## config.mk

```make
export PLATFORM = sky130hd
export DESIGN_NAME = terminal_control_byte_decoder_flat
export DESIGN_NICKNAME = d
export VERILOG_FILES = /design/src/rtl/core/tcbd_pkg.sv /design/src/rtl/core/tcbd_if.sv /design/src/rtl/core/tcbd_decode.sv /design/src/rtl/core/tcbd_out.sv /design/src/rtl/core/terminal_control_byte_decoder.sv /design/src/flat_wrapper.sv
export SDC_FILE = /design/constraint.sdc
export NUM_CORES = 1
export LEC_CHECK = 0
export BUFFER_PORTS_ARGS = -buffer_cell sky130_fd_sc_hd__buf_4
export CAP_MARGIN = 15
export CORE_UTILIZATION = 58
export DETAILED_ROUTE_END_ITERATION = 12
export PLACE_DENSITY_LB_ADDON = 0.08
export SLEW_MARGIN = 10
export SYNTH_ARGS = -nofsm -noshare
export SYNTH_HDL_FRONTEND = slang
export SYNTH_HIERARCHICAL = 1
export SYNTH_SLANG_ARGS = --single-unit
```

## constraint.sdc

```tcl
create_clock -name clk -period 4.3 [get_ports clk]
set_input_delay 0.43 -clock clk [delete_from_list [all_inputs] [get_ports clk]]
set_output_delay 0.43 -clock clk [all_outputs]
set_load 0.005 [all_outputs]
```

## src/rtl/core/tcbd_pkg.sv

```systemverilog
// ----------------------------------------------------------------------------
// tcbd_pkg - shared types and constants of the terminal control byte decoder
// Screen geometry, action codes, host control bytes, beat structs and the
// constant tables for the modulo reduction of host cursor position bytes.
// ----------------------------------------------------------------------------
`default_nettype none

package tcbd_pkg;

  // Screen geometry
  localparam int SCREEN_ROWS = 24;
  localparam int SCREEN_COLS = 80;

  // Field widths
  localparam int BYTE_W = 8;
  localparam int ROW_W  = 5;
  localparam int COL_W  = 7;
  localparam int ACT_W  = 3;
  localparam int POS_W  = 8;

  typedef logic [POS_W-1:0]  pos_t;
  typedef logic [BYTE_W-1:0] byte_t;
  typedef logic [ACT_W-1:0]  act_t;

  localparam pos_t LAST_ROW = pos_t'(SCREEN_ROWS - 1);
  localparam pos_t LAST_COL = pos_t'(SCREEN_COLS - 1);

  // Action codes
  localparam act_t ACT_DISPLAY  = 3'd0;
  localparam act_t ACT_MOVE     = 3'd1;
  localparam act_t ACT_HOSTPOS  = 3'd2;
  localparam act_t ACT_CLEAR    = 3'd3;
  localparam act_t ACT_CLEARALL = 3'd4;
  localparam act_t ACT_BELL     = 3'd5;
  localparam act_t ACT_CHARTYPE = 3'd6;

  // Host control bytes
  localparam byte_t CH_HOME    = 8'd2;
  localparam byte_t CH_CLEAR   = 8'd6;
  localparam byte_t CH_BELL    = 8'd7;
  localparam byte_t CH_BS      = 8'd8;
  localparam byte_t CH_LF      = 8'd10;
  localparam byte_t CH_CLRALL  = 8'd12;
  localparam byte_t CH_CR      = 8'd13;
  localparam byte_t CH_HOSTPOS = 8'd16;
  localparam byte_t CH_UP      = 8'd23;
  localparam byte_t CH_RIGHT   = 8'd24;
  localparam byte_t CH_LEFT    = 8'd25;
  localparam byte_t CH_DOWN    = 8'd26;
  localparam byte_t CH_PROT_ON = 8'd28;
  localparam byte_t CH_PROT_OFF = 8'd29;
  localparam byte_t CH_SPACE   = 8'd32;
  localparam byte_t CH_DEL     = 8'd127;

  // Host position sequence states
  localparam logic [1:0] PEND_NONE = 2'd0;
  localparam logic [1:0] PEND_ROW  = 2'd1;
  localparam logic [1:0] PEND_COL  = 2'd2;

  typedef struct packed {
    byte_t            data_byte;
    logic [ROW_W-1:0] cursor_row;
    logic [COL_W-1:0] cursor_col;
  } in_item_t;

  typedef struct packed {
    act_t             action;
    byte_t            char_code;
    logic [ROW_W-1:0] target_row;
    logic [COL_W-1:0] target_col;
    logic             last;
  } res_t;

  // Decode of the held item: result count and first result
  typedef struct packed {
    logic [1:0] nres;
    res_t       first;
  } dec_t;

  // Output stage status back to the top level
  typedef struct packed {
    logic load;
    logic done;
  } out_stat_t;

  // Second result of a newline
  localparam res_t NL_CR_RES = '{ACT_DISPLAY, CH_CR, '0, '0, 1'b1};

  localparam int TAB_N = 1 << BYTE_W;
  typedef pos_t mod_tab_t [TAB_N];

  function automatic mod_tab_t make_row_tab();
    mod_tab_t t;
    for (int i = 0; i < TAB_N; i++) begin
      t[i] = pos_t'(i % SCREEN_ROWS);
    end
    return t;
  endfunction

  function automatic mod_tab_t make_col_tab();
    mod_tab_t t;
    for (int i = 0; i < TAB_N; i++) begin
      t[i] = pos_t'(i % SCREEN_COLS);
    end
    return t;
  endfunction

  localparam mod_tab_t ROW_MOD_TAB = make_row_tab();
  localparam mod_tab_t COL_MOD_TAB = make_col_tab();

endpackage

`default_nettype wire

```

## src/rtl/core/tcbd_if.sv

```systemverilog
// ----------------------------------------------------------------------------
// tcbd_if - valid/ready channels of the terminal control byte decoder
// Input channel carries host bytes with cursor position, output channel
// carries display actions.
// ----------------------------------------------------------------------------
`default_nettype none

interface tcbd_in_if;
  logic       valid;
  logic       ready;
  logic [7:0] data_byte;
  logic [4:0] cursor_row;
  logic [6:0] cursor_col;

  modport source (output valid, data_byte, cursor_row, cursor_col, input ready);
  modport sink   (input valid, data_byte, cursor_row, cursor_col, output ready);
endinterface

interface tcbd_out_if;
  logic       valid;
  logic       ready;
  logic [2:0] action;
  logic [7:0] char_code;
  logic [4:0] target_row;
  logic [6:0] target_col;
  logic       last;

  modport source (output valid, action, char_code, target_row, target_col, last,
                  input ready);
  modport sink   (input valid, action, char_code, target_row, target_col, last,
                  output ready);
endinterface

`default_nettype wire

```

## src/rtl/core/tcbd_decode.sv

```systemverilog
// ----------------------------------------------------------------------------
// tcbd_decode - byte decode and host position sequence state
// Decodes the held byte into a result count and its first result, and
// keeps the host cursor position sequence state across beats.
// ----------------------------------------------------------------------------
`default_nettype none

module tcbd_decode
  import tcbd_pkg::*;
(
  input  logic     clk,
  input  logic     rst_n,
  input  in_item_t item,
  input  logic     advance,
  output dec_t     dec
);

  logic [1:0] pend_r, pend_nxt;
  byte_t      saved_r, saved_nxt;

  byte_t      b;
  pos_t       row, col, row_up, row_dn;
  act_t       act;
  byte_t      code;
  pos_t       trow, tcol;
  logic       last;
  logic [1:0] nres;

  // Clamp cursor input to the screen
  always_comb begin
    b      = item.data_byte;
    row    = (pos_t'(item.cursor_row) > LAST_ROW) ? LAST_ROW : pos_t'(item.cursor_row);
    col    = (pos_t'(item.cursor_col) > LAST_COL) ? LAST_COL : pos_t'(item.cursor_col);
    row_up = (row == '0) ? LAST_ROW : row - pos_t'(1);
    row_dn = (row >= LAST_ROW) ? '0 : row + pos_t'(1);
  end

  // Decode the byte
  always_comb begin
    nres      = 2'd0;
    act       = ACT_DISPLAY;
    code      = '0;
    trow      = '0;
    tcol      = '0;
    last      = 1'b1;
    pend_nxt  = pend_r;
    saved_nxt = saved_r;
    if (pend_r == PEND_COL) begin
      saved_nxt = b;
      pend_nxt  = PEND_ROW;
    end else if (pend_r != PEND_NONE) begin
      pend_nxt = PEND_NONE;
      nres     = 2'd1;
      act      = ACT_HOSTPOS;
      trow     = ROW_MOD_TAB[b];
      tcol     = COL_MOD_TAB[saved_r];
    end else if (b == CH_DEL) begin
      nres = 2'd0;
    end else if (b >= CH_SPACE) begin
      nres = 2'd1;
      code = b;
    end else begin
      unique case (b) inside
        CH_HOME: begin
          nres = 2'd1;
          act  = ACT_MOVE;
        end
        CH_CLEAR: begin
          nres = 2'd1;
          act  = ACT_CLEAR;
        end
        CH_BELL: begin
          nres = 2'd1;
          act  = ACT_BELL;
        end
        CH_BS, CH_CR: begin
          nres = 2'd1;
          code = b;
        end
        CH_LF: begin
          nres = 2'd2;
          code = CH_LF;
          last = 1'b0;
        end
        CH_CLRALL: begin
          nres = 2'd1;
          act  = ACT_CLEARALL;
        end
        CH_HOSTPOS: begin
          pend_nxt = PEND_COL;
        end
        CH_UP: begin
          nres = 2'd1;
          act  = ACT_MOVE;
          trow = row_up;
          tcol = col;
        end
        CH_RIGHT: begin
          nres = 2'd1;
          act  = ACT_MOVE;
          if (col >= LAST_COL) begin
            trow = row_dn;
            tcol = '0;
          end else begin
            trow = row;
            tcol = col + pos_t'(1);
          end
        end
        CH_LEFT: begin
          nres = 2'd1;
          act  = ACT_MOVE;
          if (col == '0) begin
            trow = row_up;
            tcol = LAST_COL;
          end else begin
            trow = row;
            tcol = col - pos_t'(1);
          end
        end
        CH_DOWN: begin
          nres = 2'd1;
          act  = ACT_MOVE;
          trow = row_dn;
          tcol = col;
        end
        CH_PROT_ON, CH_PROT_OFF: begin
          nres = 2'd1;
          act  = ACT_CHARTYPE;
          code = b;
        end
        default: begin
          nres = 2'd0;
        end
      endcase
    end
  end

  // Mask targets to the output field widths
  assign dec.nres             = nres;
  assign dec.first.action     = act;
  assign dec.first.char_code  = code;
  assign dec.first.target_row = trow[ROW_W-1:0];
  assign dec.first.target_col = tcol[COL_W-1:0];
  assign dec.first.last       = last;

  // Advance sequence state when the held beat retires
  always_ff @(posedge clk) begin
    if (!rst_n) begin
      pend_r  <= PEND_NONE;
      saved_r <= '0;
    end else if (advance) begin
      pend_r  <= pend_nxt;
      saved_r <= saved_nxt;
    end
  end

endmodule

`default_nettype wire

```

## src/rtl/core/tcbd_out.sv

```systemverilog
// ----------------------------------------------------------------------------
// tcbd_out - result register and result sequencing
// Moves the results of the held item one at a time into the result
// register, and reports when the held item has delivered all of them.
// ----------------------------------------------------------------------------
`default_nettype none

module tcbd_out
  import tcbd_pkg::*;
(
  input  logic      clk,
  input  logic      rst_n,
  input  logic      hold_valid,
  input  dec_t      dec,
  input  logic      out_ready,
  output logic      out_valid,
  output res_t      out_res,
  output out_stat_t stat,
  output logic      idx
);

  logic out_valid_r, out_valid_nxt;
  res_t out_res_r;
  logic idx_r, idx_nxt;
  res_t sel;

  // Load when a result is pending and the register is free or emptying
  always_comb begin
    sel       = idx_r ? NL_CR_RES : dec.first;
    stat.load = hold_valid && (dec.nres != 2'd0) && (!out_valid_r || out_ready);
    stat.done = hold_valid &&
                ((dec.nres == 2'd0) || (stat.load && (idx_r || dec.nres == 2'd1)));
    idx_nxt   = idx_r;
    if (stat.load) begin
      idx_nxt = idx_r ? 1'b0 : (dec.nres == 2'd2);
    end
    out_valid_nxt = stat.load ? 1'b1 : (out_ready ? 1'b0 : out_valid_r);
  end

  // Control registers
  always_ff @(posedge clk) begin
    if (!rst_n) begin
      out_valid_r <= 1'b0;
      idx_r       <= 1'b0;
    end else begin
      out_valid_r <= out_valid_nxt;
      idx_r       <= idx_nxt;
    end
  end

  // Result payload
  always_ff @(posedge clk) begin
    if (stat.load) begin
      out_res_r <= sel;
    end
  end

  assign out_valid = out_valid_r;
  assign out_res   = out_res_r;
  assign idx       = idx_r;

endmodule

`default_nettype wire

```

## src/rtl/core/terminal_control_byte_decoder.sv

```systemverilog
// ----------------------------------------------------------------------------
// terminal_control_byte_decoder - host byte stream to display actions
// Input register, byte decode with host position state, result register.
// ----------------------------------------------------------------------------
//  channel  | dir | payload                                         | beat
//  in_ch    | in  | data_byte, cursor_row, cursor_col               | host byte
//  out_ch   | out | action, char_code, target_row, target_col, last | one result
//
// A byte is taken every cycle unless a result is blocked or a newline is
// held; it passes the input register, then the single result register,
// which takes a newline's two results one at a time. Output stalls back up
// through the input register into in_ch.ready. Synchronous reset clears
// the sequence state and all valid flags; no clearing pass follows reset.
// ----------------------------------------------------------------------------
`default_nettype none

module terminal_control_byte_decoder
  import tcbd_pkg::*;
(
  input  logic          clk,
  input  logic          rst_n,
  tcbd_in_if.sink       in_ch,
  tcbd_out_if.source    out_ch
);

  logic      s1_valid_r, s1_valid_nxt;
  in_item_t  s1_item_r;
  dec_t      dec;
  out_stat_t stat;
  logic      out_valid;
  res_t      out_res;
  logic      idx;
  logic      in_ready;
  logic      in_take;

  // Accept when the held item is absent or retiring
  assign in_ready = !s1_valid_r || stat.done;
  assign in_take  = in_ch.valid && in_ready;
  assign in_ch.ready = in_ready;

  always_comb begin
    s1_valid_nxt = s1_valid_r;
    if (in_take) begin
      s1_valid_nxt = 1'b1;
    end else if (stat.done) begin
      s1_valid_nxt = 1'b0;
    end
  end

  always_ff @(posedge clk) begin
    if (!rst_n) begin
      s1_valid_r <= 1'b0;
    end else begin
      s1_valid_r <= s1_valid_nxt;
    end
  end

  // Capture the input beat
  always_ff @(posedge clk) begin
    if (in_take) begin
      s1_item_r <= '{in_ch.data_byte, in_ch.cursor_row, in_ch.cursor_col};
    end
  end

  tcbd_decode u_decode (
    .clk     (clk),
    .rst_n   (rst_n),
    .item    (s1_item_r),
    .advance (stat.done),
    .dec     (dec)
  );

  tcbd_out u_out (
    .clk        (clk),
    .rst_n      (rst_n),
    .hold_valid (s1_valid_r),
    .dec        (dec),
    .out_ready  (out_ch.ready),
    .out_valid  (out_valid),
    .out_res    (out_res),
    .stat       (stat),
    .idx        (idx)
  );

  // Drive the result channel
  assign out_ch.valid      = out_valid;
  assign out_ch.action     = out_res.action;
  assign out_ch.char_code  = out_res.char_code;
  assign out_ch.target_row = out_res.target_row;
  assign out_ch.target_col = out_res.target_col;
  assign out_ch.last       = out_res.last;

  // A non-final result is followed at once by the carriage return
  a_cr_follows: assert property (@(posedge clk) disable iff (!rst_n)
    out_ch.valid && out_ch.ready && !out_ch.last |=>
      out_ch.valid && out_ch.char_code == CH_CR && out_ch.last)
    else $error("carriage return does not follow line feed");

  // Second result index only while a newline is held
  a_idx_newline: assert property (@(posedge clk) disable iff (!rst_n)
    idx |-> s1_valid_r && dec.nres == 2'd2)
    else $error("result index set without a held newline");

  // Back pressure only with a blocked result or a newline loading its first result
  a_ready_hold: assert property (@(posedge clk) disable iff (!rst_n)
    !in_ch.ready |-> s1_valid_r &&
      ((out_ch.valid && !out_ch.ready) || (dec.nres == 2'd2 && !idx)))
    else $error("input stalled without a blocked result");

  // A result is loaded only while an item is held
  a_load_done: assert property (@(posedge clk) disable iff (!rst_n)
    stat.load |-> s1_valid_r)
    else $error("result loaded without a held item");

endmodule

`default_nettype wire
```

## src/flat_wrapper.sv

```systemverilog
// flat-port wrapper written by rule: the top's interface ports become plain ports
module terminal_control_byte_decoder_flat import tcbd_pkg::*;
  (clk, rst_n, in_ch_valid, in_ch_data_byte, in_ch_cursor_row, in_ch_cursor_col, in_ch_ready, out_ch_valid, out_ch_action, out_ch_char_code, out_ch_target_row, out_ch_target_col, out_ch_last, out_ch_ready);
  tcbd_in_if in_ch_i ();
  tcbd_out_if out_ch_i ();
  input  logic clk;
  input  logic rst_n;
  input wire logic [$bits(in_ch_i.valid)-1:0] in_ch_valid;
  input wire logic [$bits(in_ch_i.data_byte)-1:0] in_ch_data_byte;
  input wire logic [$bits(in_ch_i.cursor_row)-1:0] in_ch_cursor_row;
  input wire logic [$bits(in_ch_i.cursor_col)-1:0] in_ch_cursor_col;
  output wire logic [$bits(in_ch_i.ready)-1:0] in_ch_ready;
  output wire logic [$bits(out_ch_i.valid)-1:0] out_ch_valid;
  output wire logic [$bits(out_ch_i.action)-1:0] out_ch_action;
  output wire logic [$bits(out_ch_i.char_code)-1:0] out_ch_char_code;
  output wire logic [$bits(out_ch_i.target_row)-1:0] out_ch_target_row;
  output wire logic [$bits(out_ch_i.target_col)-1:0] out_ch_target_col;
  output wire logic [$bits(out_ch_i.last)-1:0] out_ch_last;
  input wire logic [$bits(out_ch_i.ready)-1:0] out_ch_ready;
  assign in_ch_i.valid = in_ch_valid;
  assign in_ch_i.data_byte = in_ch_data_byte;
  assign in_ch_i.cursor_row = in_ch_cursor_row;
  assign in_ch_i.cursor_col = in_ch_cursor_col;
  assign in_ch_ready = in_ch_i.ready;
  assign out_ch_valid = out_ch_i.valid;
  assign out_ch_action = out_ch_i.action;
  assign out_ch_char_code = out_ch_i.char_code;
  assign out_ch_target_row = out_ch_i.target_row;
  assign out_ch_target_col = out_ch_i.target_col;
  assign out_ch_last = out_ch_i.last;
  assign out_ch_i.ready = out_ch_ready;
  terminal_control_byte_decoder u_core (.clk(clk), .rst_n(rst_n), .in_ch(in_ch_i), .out_ch(out_ch_i));
endmodule
```

==> reports/summary.log <==
[sta] count of final hold-check violations 0
[worst_setup_path] Worst path max stage delay 700 ps
[global_route] vias in the first global route 2700
[final_layout] diode count 0
[run] max-cap violation count 0
[clocking] number of CTS-inserted buffers 9
[placed_design] Buffers on Ports 49
[worst_hold_path] Endpoint, Worst Hold u_core/s1_item_r[7]
[status] run status completed
[final_layout] layout-stage area growth over the synthesis result 14.2%
[worst_setup_path] endpoint of the lowest-slack register-to-register path u_core/u_decode/saved_r[0]
[floorplan] number of standard-cell rows in the floorplan 28
[placed_design] HPWL reported at the end of detailed placement 5910 um
[sta] RSZ-0062 raised after global routing false
[synthesis] average footprint of a synthesized cell 9.72 um2
[routing] DR vias 3060
[floorplan] starting density of the core 0.610
[sta] post-route clock period utilization 0.767
[synthesis] number of instances in the synthesized netlist 378
[clocking] clock tree from TritonCTS built
[sta] highest clock frequency the design can meet 303 MHz
[sta] Max Slew Vio Count 0
[floorplan] Die Footprint 0.00666 mm2
[worst_setup_path] worst-path cell chain nand2_1 -> nor4_1 -> nor3_1 -> nand4_1 -> inv_1 -> a21oi_1 -> o21a_1 -> nand2b_4 -> buf_4
[routing] count of TritonRoute iterations in the first routing pass 5
[floorplan] die width 81.6 um
[routing] post-route ant nets 0
[worst_setup_path] data arrival time at the worst-slack endpoint 2870 ps
[global_route] antenna violations before repair 0
[worst_setup_path] setup slack of the most critical reg-to-reg path 1130 ps
[final_layout] share of post-route cells with drive strength above 1 0.229
[final_layout] multi-input gate area in the final layout 0.00190 mm2
[worst_setup_path] worst reg2reg startpoint u_core/s1_item_r[12]
[sta] transition time at the pin with the least slew margin 802 ps
[worst_setup_path] crit start category register
[clocking] clock edge transition at the registers on the reported setup and hold paths 70 ps
[global_route] wire length of the first global-routing pass 13000 um
[worst_hold_path] worst hold path depth 1
[power_and_ir_drop] worst IR drop on VDD 206 uV
[global_route] maximum number of pins on one net before global-route repair 28
[final_layout] number of fill cells 477
[worst_hold_path] HP Class in -> reg
[floorplan] Core Area 0.00603 mm2
[worst_setup_path] Critical Path Fanout Max 23
[power_and_ir_drop] Power Dens Cells 303 mW/mm2
[worst_setup_path] critical path endpoint category output pin
[synthesis] Post-Syn Area 0.00368 mm2
[worst_setup_path] required time of the worst setup path 3870 ps
[routing] wire per inst 17.1 um
[synthesis] number of nets in the synthesized netlist 413
[sta] relative max-transition margin 0.461
[routing] Remaining DRCs 0
[clocking] # resized after CTS 0
[worst_setup_path] length in cells of the worst reg-to-reg path 11
[clocking] depth of the CTS H-tree 3
[clocking] maximum clock path buffer count 2
[sta] final-layout setup total negative slack 0 ps
[power_and_ir_drop] final total power 1.27 mW
[sta] final critical-path required period 3300 ps
[floorplan] Top Ports 50
[worst_setup_path] Crit-path slowest cell sky130_fd_sc_hd__edfxtp_1
[routing] Iter 0 DRT Violations 272
[final_layout] footprint of the flip-flops and latches 0.00158 mm2
[placed_design] Final GP Congestion 1.02
[global_route] overflow left after global routing 0
[clocking] buffer cell driving the clock tree root sky130_fd_sc_hd__clkbuf_8
[global_route] total track usage 0.263
[sta] Layout Skew 9.16 ps
[clocking] hold-fix buffer count after cts 0
[clocking] clock latency on the worst-skew pair 330 ps
[floorplan] Die Y-Extent 81.6 um
[synthesis] Syn. warnings 6
[clocking] number of sinks driven by the clock tree 57
[sta] total setup violations reported at the end of the flow 0
[worst_setup_path] crit path kind reg -> out
[power_and_ir_drop] leakage power of the design 1.63 nW
[final_layout] Layout Nets 449
[worst_hold_path] Hold Startpoint in_ch_cursor_row[0]
[clocking] postcts setup bufs 0
[routing] final WL 8470 um
[routing] number of vias per cell 6.19
-- critical path: cells and delay by family, from the launching register on --
| family | cells | cell delay (ps) |
|---|---|---|
| simple gates | 5 | 1280 |
| flops | 1 | 700 |
| buf+inv | 2 | 270 |
| compound gates | 2 | 270 |
-- final cells by class --
type / count / area share
clock buffers: 14 / 0.0411
clock inverters: 2 / 0.00268
inverters: 18 / 0.0161
multi-input cells: 278 / 0.452
flip-flops and latches: 57 / 0.377
well taps: 75 / 0.0223
repair buffers: 50 / 0.0894
-- flip-flops by register name, summed over array words and instances, names as in the netlist --
| register | count |
|---|---|
| u_core/u_decode/saved_r | 8 |
| u_core/u_out/idx | 1 |
| u_core/u_decode/pend_r | 2 |
| u_core/u_out/out_res | 24 |
| u_core/s1_item_r | 20 |
| u_core/s1_valid_r | 1 |
| u_core/u_out/out_valid | 1 |
-- power breakdown --
group	total [mW]	internal, mW	switching, mW	leakage (nW)
Sequential	0.660	0.622	0.0372	0.537
Combinational	0.150	0.0734	0.0766	1.01
Clock	0.461	0.255	0.206	0.0904
Total	1.27	0.951	0.320	1.63
-- per-layer routing --
metal / wire, um / up-vias / track usage
li1: - / 1456 / -
met1: 3870 / 1442 / 0.351
met2: 3890 / 146 / 0.413
met3: 544 / 16 / 0.0456
met4: 167 / 0 / 0.128
met5: 0 / - / 0
-- worst max path at each step --
stage / depth (start not counted) / slack, ps / to / start
after floorplan: 8 / 1310 / u_core/u_out/out_res[0] / u_core/s1_item_r[18]
after global placement: 10 / 1310 / u_core/u_decode/saved_r[2] / u_core/s1_item_r[12]
after detailed placement: 10 / 1220 / u_core/u_decode/saved_r[2] / u_core/s1_item_r[12]
after CTS: 9 / 1060 / in_ch_ready / u_core/s1_item_r[12]
after global routing: 9 / 790 / in_ch_ready / u_core/s1_item_r[12]
final: 9 / 1000 / in_ch_ready / u_core/s1_item_r[12]
-- cells in the final DEF, fill, tap and decap left out, drive strengths merged, types with 6 or more instances in the layout --
master,count
nand3,8
inv,18
xnor2,7
buf,50
nand2b,6
nand2,25
o22ai,7
nor2b,23
mux2i,6
ha,11
nor3,17
and2,9
a21oi,17
clkbuf,14
nor2,21
dfxtp,13
a21boi,6
edfxtp,44
o21ai,25
and2b,10
-- stage by stage --
step	setup WS, ps	std cells	util	hold slack (ps)	instance area [um2]
final	1000	494	0.697	268	4200
after global routing	789	494	0.697	256	4200
after CTS	1060	494	0.697	256	4200
after detailed placement	1220	478	0.666	502	4020
after global placement	1310	478	0.666	496	4020
after floorplan	1310	378	-	476	3680
No activity file was read; power rests on OpenSTA's default activity.
